===== config.mk =====
export PLATFORM = sky130hd
export DESIGN_NAME = bipolar_triangle_envelope_driver
export DESIGN_NICKNAME = d
export VERILOG_FILES = /design/src/hdl/btenv_pkg.sv /design/src/hdl/btenv_ctrl.sv /design/src/hdl/btenv_duty.sv /design/src/hdl/bipolar_triangle_envelope_driver.sv
export SDC_FILE = /design/constraint.sdc
export NUM_CORES = 1
export LEC_CHECK = 0
export BUFFER_PORTS_ARGS = -buffer_cell sky130_fd_sc_hd__clkbuf_2
export CORE_MARGIN = 1
export CORE_UTILIZATION = 55
export DETAILED_ROUTE_END_ITERATION = 10
export PLACE_DENSITY = 0.72
export SLEW_MARGIN = 20
export SYNTH_ARGS = -nofsm -noshare
export SYNTH_HDL_FRONTEND = slang
export SYNTH_SLANG_ARGS = --single-unit

===== constraint.sdc =====
create_clock -name clk -period 18.7 [get_ports clk]
set_input_delay 0.935 -clock clk [delete_from_list [all_inputs] [get_ports clk]]
set_output_delay 0.935 -clock clk [all_outputs]
set_load 0.02 [all_outputs]

===== src/hdl/btenv_pkg.sv =====
// Package with the types, constants and helpers of the bipolar triangle envelope driver.
package btenv_pkg;

  typedef enum logic [1:0] {
    OP_TICK     = 2'd0,
    OP_START    = 2'd1,
    OP_STOP     = 2'd2,
    OP_SET_GEAR = 2'd3
  } op_t;

  typedef enum logic [1:0] {
    DUTY_KEEP,
    DUTY_ZERO,
    DUTY_CALC
  } duty_op_t;

  typedef struct packed {
    op_t        operation;
    logic [7:0] gear_level;
  } in_t;

  typedef struct packed {
    logic [15:0] duty_compare;
    logic        upper_enable;
    logic        lower_enable;
    logic        master_enable;
    logic        modulation_on;
    logic        running;
  } out_t;

  // Enable vector bit positions.
  localparam int EN_UPPER  = 0;
  localparam int EN_LOWER  = 1;
  localparam int EN_MASTER = 2;
  localparam int EN_MOD    = 3;

  localparam logic [6:0]  GEAR_MAX     = 7'd100;
  localparam logic [6:0]  GEAR_DEFAULT = 7'd50;
  localparam logic [6:0]  PEAK_BASE    = 7'd10;
  localparam logic [15:0] PERIOD_RESET = 16'd3000;

  // Exact reciprocal of 250 for dividends below 2**23.
  localparam logic [23:0] DIV_RECIP = 24'd8589935;
  localparam int          DIV_SHIFT = 31;

  typedef struct packed {
    duty_op_t    duty_op;
    logic [6:0]  index;
    logic [15:0] period;
    logic [3:0]  enables;
    logic        active;
  } item_t;

  typedef struct packed {
    duty_op_t    duty_op;
    logic [22:0] product;
    logic [3:0]  enables;
    logic        active;
  } prod_t;

  function automatic logic [6:0] clamp_gear(input logic [7:0] g);
    logic [6:0] res;
    if (g > {1'b0, GEAR_MAX}) begin
      res = GEAR_MAX;
    end else begin
      res = g[6:0];
    end
    return res;
  endfunction

endpackage


===== src/hdl/btenv_ctrl.sv =====
// Event decoder and ramp state machine; issues one duty work item per accepted beat.
module btenv_ctrl
  import btenv_pkg::*;
#(
  parameter int PERIOD_WIDTH = 16
) (
  input  logic        clk,
  input  logic        rst_n,
  input  logic        cfg_we,
  input  logic [15:0] cfg_wdata,
  input  logic        in_valid,
  output logic        in_ready,
  input  in_t         in_data,
  output logic        item_valid,
  input  logic        item_ready,
  output item_t       item
);

  localparam logic [15:0] PERIOD_MASK = (PERIOD_WIDTH >= 16) ? 16'hFFFF :
                                        16'((32'd1 << PERIOD_WIDTH) - 32'd1);

  logic [15:0] period_r;
  logic        active_r, active_nxt;
  logic [6:0]  gear_r, gear_nxt;
  logic [6:0]  peak_r, peak_nxt;
  logic [6:0]  rise_r, rise_nxt;
  logic [6:0]  fall_r, fall_nxt;
  logic        desc_r, desc_nxt;
  logic        upper_sel_r, upper_sel_nxt;
  logic [3:0]  en_r, en_nxt;
  logic        valid_r;
  item_t       item_r, item_nxt;
  logic        accept;

  assign in_ready   = !valid_r || item_ready;
  assign accept     = in_valid && in_ready;
  assign item_valid = valid_r;
  assign item       = item_r;

  always_comb begin
    logic [6:0] g;
    logic [6:0] fall;
    logic       desc;
    active_nxt    = active_r;
    gear_nxt      = gear_r;
    peak_nxt      = peak_r;
    rise_nxt      = rise_r;
    fall_nxt      = fall_r;
    desc_nxt      = desc_r;
    upper_sel_nxt = upper_sel_r;
    en_nxt        = en_r;
    item_nxt.duty_op = DUTY_KEEP;
    item_nxt.index   = 7'd0;
    g    = 7'd0;
    fall = fall_r;
    desc = desc_r;
    unique case (in_data.operation)
      OP_TICK: begin
        if (active_r) begin
          if (gear_r == 7'd0) begin
            item_nxt.duty_op = DUTY_ZERO;
          end else begin
            en_nxt[EN_UPPER]  = upper_sel_r;
            en_nxt[EN_LOWER]  = !upper_sel_r;
            en_nxt[EN_MASTER] = 1'b1;
            if (!desc) begin
              if (rise_r < peak_r) begin
                item_nxt.duty_op = DUTY_CALC;
                item_nxt.index   = rise_r;
                rise_nxt         = rise_r + 7'd1;
              end else begin
                fall = rise_r;
                desc = 1'b1;
              end
            end
            if (desc) begin
              if (fall != 7'd0) begin
                fall             = fall - 7'd1;
                item_nxt.duty_op = DUTY_CALC;
                item_nxt.index   = fall;
              end
              if (fall == 7'd0) begin
                rise_nxt      = 7'd0;
                desc          = 1'b0;
                upper_sel_nxt = !upper_sel_r;
              end
            end
            fall_nxt = fall;
            desc_nxt = desc;
          end
        end
      end
      OP_START: begin
        g = (in_data.gear_level != 8'd0) ? clamp_gear(in_data.gear_level) : gear_r;
        if (g == 7'd0) begin
          g = GEAR_DEFAULT;
        end
        gear_nxt      = g;
        rise_nxt      = 7'd0;
        fall_nxt      = 7'd0;
        desc_nxt      = 1'b0;
        peak_nxt      = PEAK_BASE + g;
        upper_sel_nxt = 1'b1;
        en_nxt        = 4'd0;
        en_nxt[EN_UPPER]  = 1'b1;
        en_nxt[EN_MASTER] = 1'b1;
        en_nxt[EN_MOD]    = 1'b1;
        item_nxt.duty_op  = DUTY_ZERO;
        active_nxt        = 1'b1;
      end
      OP_STOP: begin
        active_nxt       = 1'b0;
        upper_sel_nxt    = 1'b1;
        rise_nxt         = 7'd0;
        fall_nxt         = 7'd0;
        desc_nxt         = 1'b0;
        peak_nxt         = 7'd0;
        en_nxt           = 4'd0;
        item_nxt.duty_op = DUTY_ZERO;
      end
      OP_SET_GEAR: begin
        g        = clamp_gear(in_data.gear_level);
        gear_nxt = g;
        if (active_r) begin
          peak_nxt = PEAK_BASE + g;
        end
      end
      default: begin
      end
    endcase
    item_nxt.period  = period_r & PERIOD_MASK;
    item_nxt.enables = en_nxt;
    item_nxt.active  = active_nxt;
  end

  always_ff @(posedge clk) begin
    if (!rst_n) begin
      period_r    <= PERIOD_RESET;
      active_r    <= 1'b0;
      gear_r      <= 7'd0;
      peak_r      <= 7'd0;
      rise_r      <= 7'd0;
      fall_r      <= 7'd0;
      desc_r      <= 1'b0;
      upper_sel_r <= 1'b1;
      en_r        <= 4'd0;
      valid_r     <= 1'b0;
    end else begin
      if (cfg_we) begin
        period_r <= cfg_wdata;
      end
      if (in_ready) begin
        valid_r <= in_valid;
      end
      if (accept) begin
        active_r    <= active_nxt;
        gear_r      <= gear_nxt;
        peak_r      <= peak_nxt;
        rise_r      <= rise_nxt;
        fall_r      <= fall_nxt;
        desc_r      <= desc_nxt;
        upper_sel_r <= upper_sel_nxt;
        en_r        <= en_nxt;
      end
    end
  end

  always_ff @(posedge clk) begin
    if (accept) begin
      item_r <= item_nxt;
    end
  end

endmodule


===== src/hdl/btenv_duty.sv =====
// Two-stage duty pipeline: period times index, then division by 250 into the result register.
module btenv_duty
  import btenv_pkg::*;
(
  input  logic  clk,
  input  logic  rst_n,
  input  logic  item_valid,
  output logic  item_ready,
  input  item_t item,
  output logic  out_valid,
  input  logic  out_ready,
  output out_t  out_data
);

  logic        prod_valid_r;
  prod_t       prod_r;
  logic        prod_ready;
  logic        res_valid_r;
  out_t        res_r;
  logic        res_ready;
  logic [46:0] scaled;
  logic [15:0] quotient;

  assign res_ready  = !res_valid_r || out_ready;
  assign prod_ready = !prod_valid_r || res_ready;
  assign item_ready = prod_ready;
  assign out_valid  = res_valid_r;
  assign out_data   = res_r;

  assign scaled   = 47'(prod_r.product) * 47'(DIV_RECIP);
  assign quotient = scaled[DIV_SHIFT +: 16];

  always_ff @(posedge clk) begin
    if (!rst_n) begin
      prod_valid_r <= 1'b0;
    end else if (prod_ready) begin
      prod_valid_r <= item_valid;
    end
  end

  always_ff @(posedge clk) begin
    if (prod_ready && item_valid) begin
      prod_r.duty_op <= item.duty_op;
      prod_r.product <= 23'(item.period) * 23'(item.index);
      prod_r.enables <= item.enables;
      prod_r.active  <= item.active;
    end
  end

  always_ff @(posedge clk) begin
    if (!rst_n) begin
      res_valid_r <= 1'b0;
      res_r       <= '0;
    end else if (res_ready) begin
      res_valid_r <= prod_valid_r;
      if (prod_valid_r) begin
        unique case (prod_r.duty_op)
          DUTY_CALC: res_r.duty_compare <= quotient;
          DUTY_ZERO: res_r.duty_compare <= 16'd0;
          default:   res_r.duty_compare <= res_r.duty_compare;
        endcase
        res_r.upper_enable  <= prod_r.enables[EN_UPPER];
        res_r.lower_enable  <= prod_r.enables[EN_LOWER];
        res_r.master_enable <= prod_r.enables[EN_MASTER];
        res_r.modulation_on <= prod_r.enables[EN_MOD];
        res_r.running       <= prod_r.active;
      end
    end
  end

endmodule


===== src/hdl/bipolar_triangle_envelope_driver.sv =====
// Top level of the bipolar triangle envelope driver.
// Every accepted event beat (tick, start, stop or set gear) yields exactly one result beat,
// and a new event can be taken in every cycle while the output is not stalled. The path is the
// event stage that updates the ramp state followed by the two registered stages of the duty
// path, one for the period-times-index product and one for the division by 250 done as a
// multiply by an exact reciprocal. Each stage holds its beat under backpressure and bubbles
// close up, so input is refused only when all three stages are full and the output is stalled.
// The period register resets to 3000 and only its low PERIOD_WIDTH bits scale the compare
// value; it is meant to be written between events.
module bipolar_triangle_envelope_driver
  import btenv_pkg::*;
#(
  parameter int PERIOD_WIDTH = 16
) (
  input  logic        clk,
  input  logic        rst_n,
  input  logic        cfg_we,
  input  logic [15:0] cfg_wdata,
  input  logic        in_valid,
  output logic        in_ready,
  input  in_t         in_data,
  output logic        out_valid,
  input  logic        out_ready,
  output out_t        out_data
);

  logic  item_valid;
  logic  item_ready;
  item_t item;

  btenv_ctrl #(
    .PERIOD_WIDTH(PERIOD_WIDTH)
  ) u_ctrl (
    .clk       (clk),
    .rst_n     (rst_n),
    .cfg_we    (cfg_we),
    .cfg_wdata (cfg_wdata),
    .in_valid  (in_valid),
    .in_ready  (in_ready),
    .in_data   (in_data),
    .item_valid(item_valid),
    .item_ready(item_ready),
    .item      (item)
  );

  btenv_duty u_duty (
    .clk       (clk),
    .rst_n     (rst_n),
    .item_valid(item_valid),
    .item_ready(item_ready),
    .item      (item),
    .out_valid (out_valid),
    .out_ready (out_ready),
    .out_data  (out_data)
  );

endmodule


# Yosys cells after proc, flatten, opt, wreduce, memory -nomap -nowiden
# Cells that the tools add are included.
[op_classes] add_sub_neg=4 mul=2 n_lt_le_gt_ge=2 eq_ne=10 mux=59 n_bitwise=2 reduce_logical=27
[ops] operator="$mux W7" count=27
[ops] operator="$mul A23 B24 Y47 const B" count=1
[ops] operator="$mux W9" count=5
[ops] operator="$pmux W7 S2" count=3
[ops] operator="$pmux W16 S2" count=1
[ops] operator="$mul A16 B7 Y23" count=1
[ops] operator="$logic_not A7 Y1" count=3
[ops] operator="$pmux W7 S3" count=1
[ops] operator="$add A4 B7 Y7 const A" count=2
[ops] operator="$mux W1" count=13
[ops] operator="$pmux W3 S3" count=1
[ops] operator="$gt A8 B7 Y1 const B" count=1
[ops] operator="$ne A2 B1 Y1 const B" count=4
[ops] operator="$pmux W1 S2" count=4
[ops] operator="$reduce_bool A8 Y1" count=1
[ops] operator="$add A7 B1 Y7 const B" count=1
[ops] operator="$lt A7 B7 Y1" count=1
[ops] operator="$reduce_bool A7 Y1" count=1
[ops] operator="$sub A7 B1 Y7 const B" count=1
[ops] operator="$eq A2 B2 Y1 const B" count=3
[ops] operator="$mux W3" count=2
[ops] operator="$reduce_and A3 Y1" count=2
[ops] operator="$reduce_and A6 Y1" count=1
[ops] operator="$reduce_bool A2 Y1" count=3
[ops] operator="other kinds (14)" count=23
[word_totals] register_bits=135 inputBits=31 wordCells=133

# Longest topological paths before layout
# Gate-level depths: netlist (run 1).
[depth] word_depth=18 mapped_depth=25

# Cells and area by module
# Synthesis (run 1) repeated with hierarchy kept, for this count alone.
[unflattened] hier_cells=1724 hier_area_um2=17068.9
[by_module_without_submodules] mod="btenv_duty" n_inst=1 cells_each=1281 area_per_inst_um2=12844.8
[by_module_without_submodules] mod="btenv_ctrl" n_inst=1 cells_each=443 area_per_inst_um2=4224.1

# Worst setup path after synthesis (run 1)
# No wires, ideal clock.
[synth_path] path_kind="flip-flop to flip-flop" startpoint="reg u_duty.prod_r[25] in the netlist's numbering" endpoint="reg u_duty.res_r (netlist bit u_duty.out_data[18])" setup_time_ns=0.117 arrival_time_ns=6.333 required_ns=18.583 slack_ns=12.250 stages_incl_launch_ff=22 synth_period_minus_slack_ns=6.450 path_cell_list="edfxtp_1 -> fa_1 -> inv_1 -> fa_1 -> inv_1 -> fa_1 -> fa_1 -> fa_1 -> inv_1 -> fa_1 -> inv_1 -> fa_1 -> ha_1 -> a21oi_1 -> o21ai_0 -> nor4_1 -> a22oi_1 -> a41oi_1 -> a21oi_1 -> a21o_1 -> a211o_1 -> a32o_1"
[synth_between] elab_chain_cells=2
[synth_rtl] item="from (decl)" line="btenv_duty.sv:16" rtl="prod_t prod_r;"
[synth_rtl] item="$mul A23 B24 Y47" line="btenv_duty.sv:30" rtl="assign scaled = 47'(prod_r.product) * 47'(DIV_RECIP);"
[synth_rtl] item="$pmux W16 S2" line="btenv_duty.sv:57" rtl="unique case (prod_r.duty_op)"
[synth_rtl] item="to (decl)" line="btenv_duty.sv:19" rtl="out_t res_r;"
# Every way passes these cells.
# A chain may end at the register's enable or synchronous reset.

# Final worst setup path (run 1)
[layout_path] startpoint="reg u_duty.prod_r[16] in the netlist's numbering" endpoint="reg u_duty.res_r (netlist bit u_duty.out_data[8])"
# Same word-level chain as after synthesis.

==> flow_summary.yaml, run 1 <==
outcome:
  outcome: "completed"
setup_path:
  crit_family: "adder cells"
  cp.arrival_ns: 7.51
  cp_data_required_time_ns: 19.06
  cp_slowest_stage_delay_ns: 0.80
  worstPathCellList: "ha_1, inv_1, fa_1, inv_1, fa_1, ha_1, fa_1, fa_1, fa_1, ha_1, a21o_1, a21o_1, a2111oi_0, o32ai_1, o2111a_1, o211ai_1, nand2b_1, or4b_1, nand3_1"
  crit_type: "reg -> reg"
  path_common_cell: "fa_1"
  ff2ff_path_depth: 19
  rr_endpoint: "u_duty.out_data[8]"
  cpMaxStageDelayCell: "a2111oi_0"
  rrSetupSlack_ns: 11.54
  critPathCaptureType: "flip-flop"
  start_kind: "flip-flop"
  path_max_fanout: 8
  timing.rr.start: "u_duty.prod_r[16]"
  critical_path_buf_inv_count: 2
grt:
  grt_pass1_wl_mm: 62.07
  grt_max_degree: 68
  antenna_found_initial: 0
  first_global_vias: 12552
  grtUsageTotal_pct: 23.77
  grt_overflow: 0
route:
  met2_length_mm: 18.23
  post_drt_wl_per_cell_um: 16.62
  drc_errors: 0
  drt-met1-wl_mm: 16.58
  top_layer: "met4"
  vias_per_cell: 5.510
  met3WireLength_mm: 1.396
  drt_iter0_drc: 597
  dr.pass1.iters: 5
  vias: 12292
  wirelength_mm: 37.08
  ant_nets: 0
sta:
  min_period_ns: 7.158
  finalHoldViolations: 0
  period_share_pct: 38.28
  slew_viol_final: 0
  fmax_mhz: 139.7
  skew_ns: 0.02189
  finalWorstSetupSlack_ns: 11.54
  worst-slew-pin-transition_ns: 1.152
  tns_ns: 0
  rsz0062_at_grt: "no"
  maxSlewHeadroom_pct: 22.98
  setup_viol: 0
place:
  place_hpwl_mm: 30.45
  portBuffers: 53
  place_congestion: 0.9131
  pre_cts_ws_ns: 11.49
worst_hold_path:
  hp-start: "u_ctrl.item[4]"
  hold_path_end: "u_duty.prod_r[4]"
  hold_depth: 0
  hold_class: "reg -> reg"
cells_and_area:
  drive_above_1_share_pct: 5.940
  seq_area_sq_um: 3303
  num-fill-cells: 2639
  area_growth_pct: 7.299
  antenna_cells: 0
  layout_commonest_cell: "inv_1"
  nets: 2371
  layout_common_cells: "383 x inv_1, 294 x ha_1, 224 x fa_1, 154 x nand2_1, 75 x dfxtp_1"
  multi_input_area_sq_um: 12570
floorplan:
  die_h_um: 180.1
  die-area_sq_um: 32450
  initial_core_util_pct: 56.46
  io_pins: 54
  die_w_um: 180.1
  core_sq_um: 30910
  rows: 64
yosys:
  synth-compound-area-share_pct: 9.823
  ys.flop_type: "dfxtp_1"
  synth_top_family_by_area: "adder cells"
  synth_cell_type_count: 80
  synth_nets: 2338
  syn_inst: 1789
  ys_warn_count: 0
  ys_async_sr_fraction_pct: 0
  seq_area_frac_synth_pct: 18.93
  synth_edf_count: 60
  syn_area_per_cell_sq_um: 9.754
  ys_ff_latch: 135
  synth_area_sq_um: 17450
  synth_xor_area_share_pct: 1.857
  synthSimpleGateAreaFrac_pct: 11.03
  synth-adder-area-share_pct: 46.78
  synthMuxAreaShare_pct: 2.352
clock_network:
  cts_setup_buffers: 0
  clkLatencyLatePin_ns: 0.43
  postCtsHoldBufs: 0
  cts_htree_levels: 4
  cts_resized: 0
  clock_sinks: 135
  cts_made_buffers: 17
  clkTransAtPathRegs_ns: 0.06
  root_buffer: "clkbuf_16"
  clk_path_buf_depth: 2
  cts_tree: "yes"
flow_run:
  max_cap_violations: 0
## registers in the layout, indices dropped and copies added, names as in the netlist
name,flops
u_ctrl.item,30
u_duty.prod_r,30
u_duty.out_data,21
u_ctrl.period_r,16
u_ctrl.fall_r,7
u_ctrl.gear_r,7
u_ctrl.peak_r,7
u_ctrl.rise_r,7
u_ctrl.en_r,4
u_ctrl.active_r,1
u_ctrl.desc_r,1
u_ctrl.item_valid,1
u_ctrl.upper_sel_r,1
u_duty.out_valid,1
u_duty.prod_valid_r,1
## metrics by stage
stage / instances / hold WS, ns / utilization (%) / area, sq um
floorplan: 1789 / 0.4003 / - / 17450
detailed placement: 2199 / 0.4061 / 58.57 / 18100
finish: 2231 / 0.4204 / 60.58 / 18720
global route: 2231 / 0.4237 / 60.58 / 18720
global placement: 2199 / 0.4033 / 58.57 / 18100
CTS: 2231 / 0.4217 / 60.58 / 18720
## area by class of cell
cell class	instances	share of cell area, %
Inverter	384	7.698
Multi-Input combinational cell	1227	67.12
Sequential cell	135	17.64
Timing Repair Buffer	57	1.577
Clock inverter	10	0.4945
Tap cell	396	2.646
Clock buffer	22	2.827
## synthesized netlist by cell type, drive strengths merged, types with 7 or more instances
| cell type | instances | area [sq um] |
|---|---|---|
| inv | 384 | 1441 |
| o21bai | 9 | 67.56 |
| nand2b | 8 | 50.05 |
| o211ai | 8 | 60.06 |
| a211oi | 9 | 72.57 |
| and2 | 39 | 244.0 |
| xor2 | 18 | 157.7 |
| nor3b | 9 | 67.56 |
| nor2 | 46 | 172.7 |
| a22oi | 18 | 135.1 |
| nor3 | 23 | 120.1 |
| xnor2 | 19 | 166.4 |
| fa | 224 | 4484 |
| a31oi | 12 | 90.09 |
| o21ai | 49 | 245.2 |
| a21o | 24 | 180.2 |
| nand2 | 154 | 578.1 |
| edfxtp | 60 | 1802 |
| mux2i | 32 | 324.1 |
| a21boi | 7 | 52.55 |
| and3 | 7 | 43.79 |
| nor2b | 35 | 219.0 |
| clkbuf | 41 | 153.9 |
| o21a | 11 | 82.58 |
| mux2 | 7 | 86.33 |
| a21oi | 48 | 240.2 |
| ha | 294 | 3679 |
| dfxtp | 75 | 1501 |
| nand3 | 21 | 105.1 |
## worst max path at each step
| stage | startpoint | to | slack (ns) | depth (start not counted) |
|---|---|---|---|---|
| after floorplan | u_duty.prod_r[25] | u_duty.out_data[18] | 12.25 | 21 |
| after global placement | u_duty.prod_r[16] | u_duty.out_data[8] | 11.49 | 19 |
| after detailed placement | u_duty.prod_r[16] | u_duty.out_data[8] | 11.49 | 19 |
| after CTS | u_duty.prod_r[16] | u_duty.out_data[8] | 11.46 | 19 |
| after global routing | u_duty.prod_r[16] | u_duty.out_data[8] | 11.17 | 19 |
| final | u_duty.prod_r[16] | u_duty.out_data[8] | 11.54 | 19 |
## per-layer routing
layer	up-vias	global-route usage (%)
li1	5945	-
met4	0	7.624
met1	6053	31.02
met3	56	3.517
met2	238	40.65
met5	-	0
## cell families after synthesis
| group | count (synthesis) |
|---|---|
| buf+inv | 427 |
| flops | 135 |
| xor+xnor | 37 |
| fa+ha+maj | 518 |
| compound gates | 249 |
| mux | 39 |
| simple gates | 384 |
Power of run 1 is not shown: default switching activity piles up to over one toggle a cycle in this logic, so the estimate is an artifact.
==> run 2: changes to the inputs <==
clock period = 6.7 ns   (was 18.7 ns; I/O delays follow)
==> run 2 against run 1 <==
Via count is 0.98% higher. Critical path depth is 3 higher. Clock skew is 0.0012 ns lower. Sequential share of layout area is 0.27 points lower. Cell area is 1.5% higher. Count of clock-buffer cells in the layout is 2 lower. Register-to-register slack worse by 11 ns. Non-clock buffer count is 28 higher. First-iteration DRC count is 0.50% higher. Worst hold slack worse by 0.30 ns. Utilization is 0.93 points higher.
==> flow_summary.yaml, run 2 (same netlist as run 1, synthesis figures left out) <==
route:
  drt_iter0_drc: 600
  vias: 12413
  wirelength_mm: 37.62
  drc_errors: 0
  vias_per_cell: 5.495
  dr.pass1.iters: 5
  ant_nets: 0
  post_drt_wl_per_cell_um: 16.65
grt:
  grt_overflow: 0
  grtUsageTotal_pct: 24.19
  antenna_found_initial: 0
  grt_max_degree: 68
  first_global_vias: 13022
  grt_pass1_wl_mm: 63.67
sta:
  period_share_pct: 96.23
  worst-slew-pin-transition_ns: 0.8494
  min_period_ns: 6.447
  maxSlewHeadroom_pct: 43.16
  slew_viol_final: 0
  finalHoldViolations: 0
  fmax_mhz: 155.1
  setup_viol: 0
  skew_ns: 0.02071
  rsz0062_at_grt: "no"
cells_and_area:
  layout_common_cells: "382 x inv_1, 292 x ha_1, 222 x fa_1, 154 x nand2_1, 75 x dfxtp_1"
  final_cells: 2259
  nets: 2399
  seq_area_sq_um: 3303
  area_growth_pct: 8.941
  num-fill-cells: 2516
  antenna_cells: 0
  multi_input_area_sq_um: 12640
  layout_commonest_cell: "inv_1"
  drive_above_1_share_pct: 7.944
floorplan:
  die-area_sq_um: 32450
  core_sq_um: 30910
  die_h_um: 180.1
  rows: 64
  initial_core_util_pct: 56.46
  die_w_um: 180.1
  io_pins: 54
clock_network:
  cts_made_buffers: 17
  cts_tree: "yes"
  root_buffer: "clkbuf_16"
  clkLatencyLatePin_ns: 0.43
  clkTransAtPathRegs_ns: 0.07
  cts_htree_levels: 4
  clock_sinks: 135
  clk_path_buf_depth: 2
setup_path:
  cp.arrival_ns: 6.76
  cp_slowest_stage_delay_ns: 0.60
  worstPathCellList: "fa_2, inv_1, fa_1, inv_1, fa_1, fa_1, fa_1, inv_1, fa_1, inv_1, fa_1, ha_4, a21oi_1, o21ai_1, nor4_2, a22oi_2, a41oi_2, buf_4, a21oi_2, a21o_1, a211o_1, a32o_1"
  start_kind: "flip-flop"
  cp_data_required_time_ns: 7.01
  critPathCaptureType: "flip-flop"
  crit_family: "adder cells"
  path_max_fanout: 3
  cpMaxStageDelayCell: "fa_2"
  critical_path_buf_inv_count: 5
  crit_type: "reg -> reg"
  path_common_cell: "fa_1"
place:
  place_congestion: 0.9446
  portBuffers: 53
  place_inst: 2224
  place_hpwl_mm: 30.90
worst_hold_path:
  hold_class: "in -> reg"
outcome:
  outcome: "completed"
flow_run:
  max_cap_violations: 0
run 2: worst min-delay path, stage by stage:
cell and delay [ns]:
clkbuf_2 0.08, mux2i_1 0.05, nand2_1 0.06
run 2: per-stage QoR:
stage | instance area [sq um] | setup TNS [ns] | worst slack (ns) | util [%] | hold WS, ns
global route | 19010 | 0 | 0.001014 | 61.50 | 0.1290
CTS | 18920 | 0 | 0.01199 | 61.21 | 0.1140
finish | 19010 | 0 | 0.2529 | 61.50 | 0.1208
detailed placement | 18290 | -0.03677 | -0.02017 | 59.17 | 0.4093
floorplan | 17450 | 0 | 0.2498 | - | 0.4003
global placement | 18290 | 0 | 0.1200 | 59.17 | 0.4005
run 2: layer usage:
layer	vias to the layer above	GRT usage, %	wire length, um
met4	0	8.103	992
met3	61	3.193	1264
met5	-	0	0
met1	6096	31.25	16740
met2	259	41.91	18620
li1	5997	-	-
run 2: worst paths after layout:
check,startpoint,to,slack (ns),cells after the start
min,cfg_wdata[8],u_ctrl.period_r[8],0.12,3
min reg2reg,u_ctrl.item[0],u_duty.prod_r[0],0.42,0
max,u_duty.prod_r[26],u_duty.out_data[18],0.25,22
max reg2reg,u_duty.prod_r[26],u_duty.out_data[18],0.25,22
run 2: cell type report:
cell class | count | area share, %
multi-input cells | 1227 | 66.49
flip-flops and latches | 135 | 17.38
inverters | 384 | 7.582
repair buffers | 85 | 2.659
well taps | 396 | 2.606
clock buffers | 20 | 2.521
clock inverters | 12 | 0.7635
run 2: timing repair:
item,4_1_cts,5_1_grt
pin swaps,3,10
setup endpoints to repair,2,11
hold buffers,0,0
resized for setup,1,12
buffers inserted,0,3
cloned,0,0
Power of run 2 is left out for the same reason.
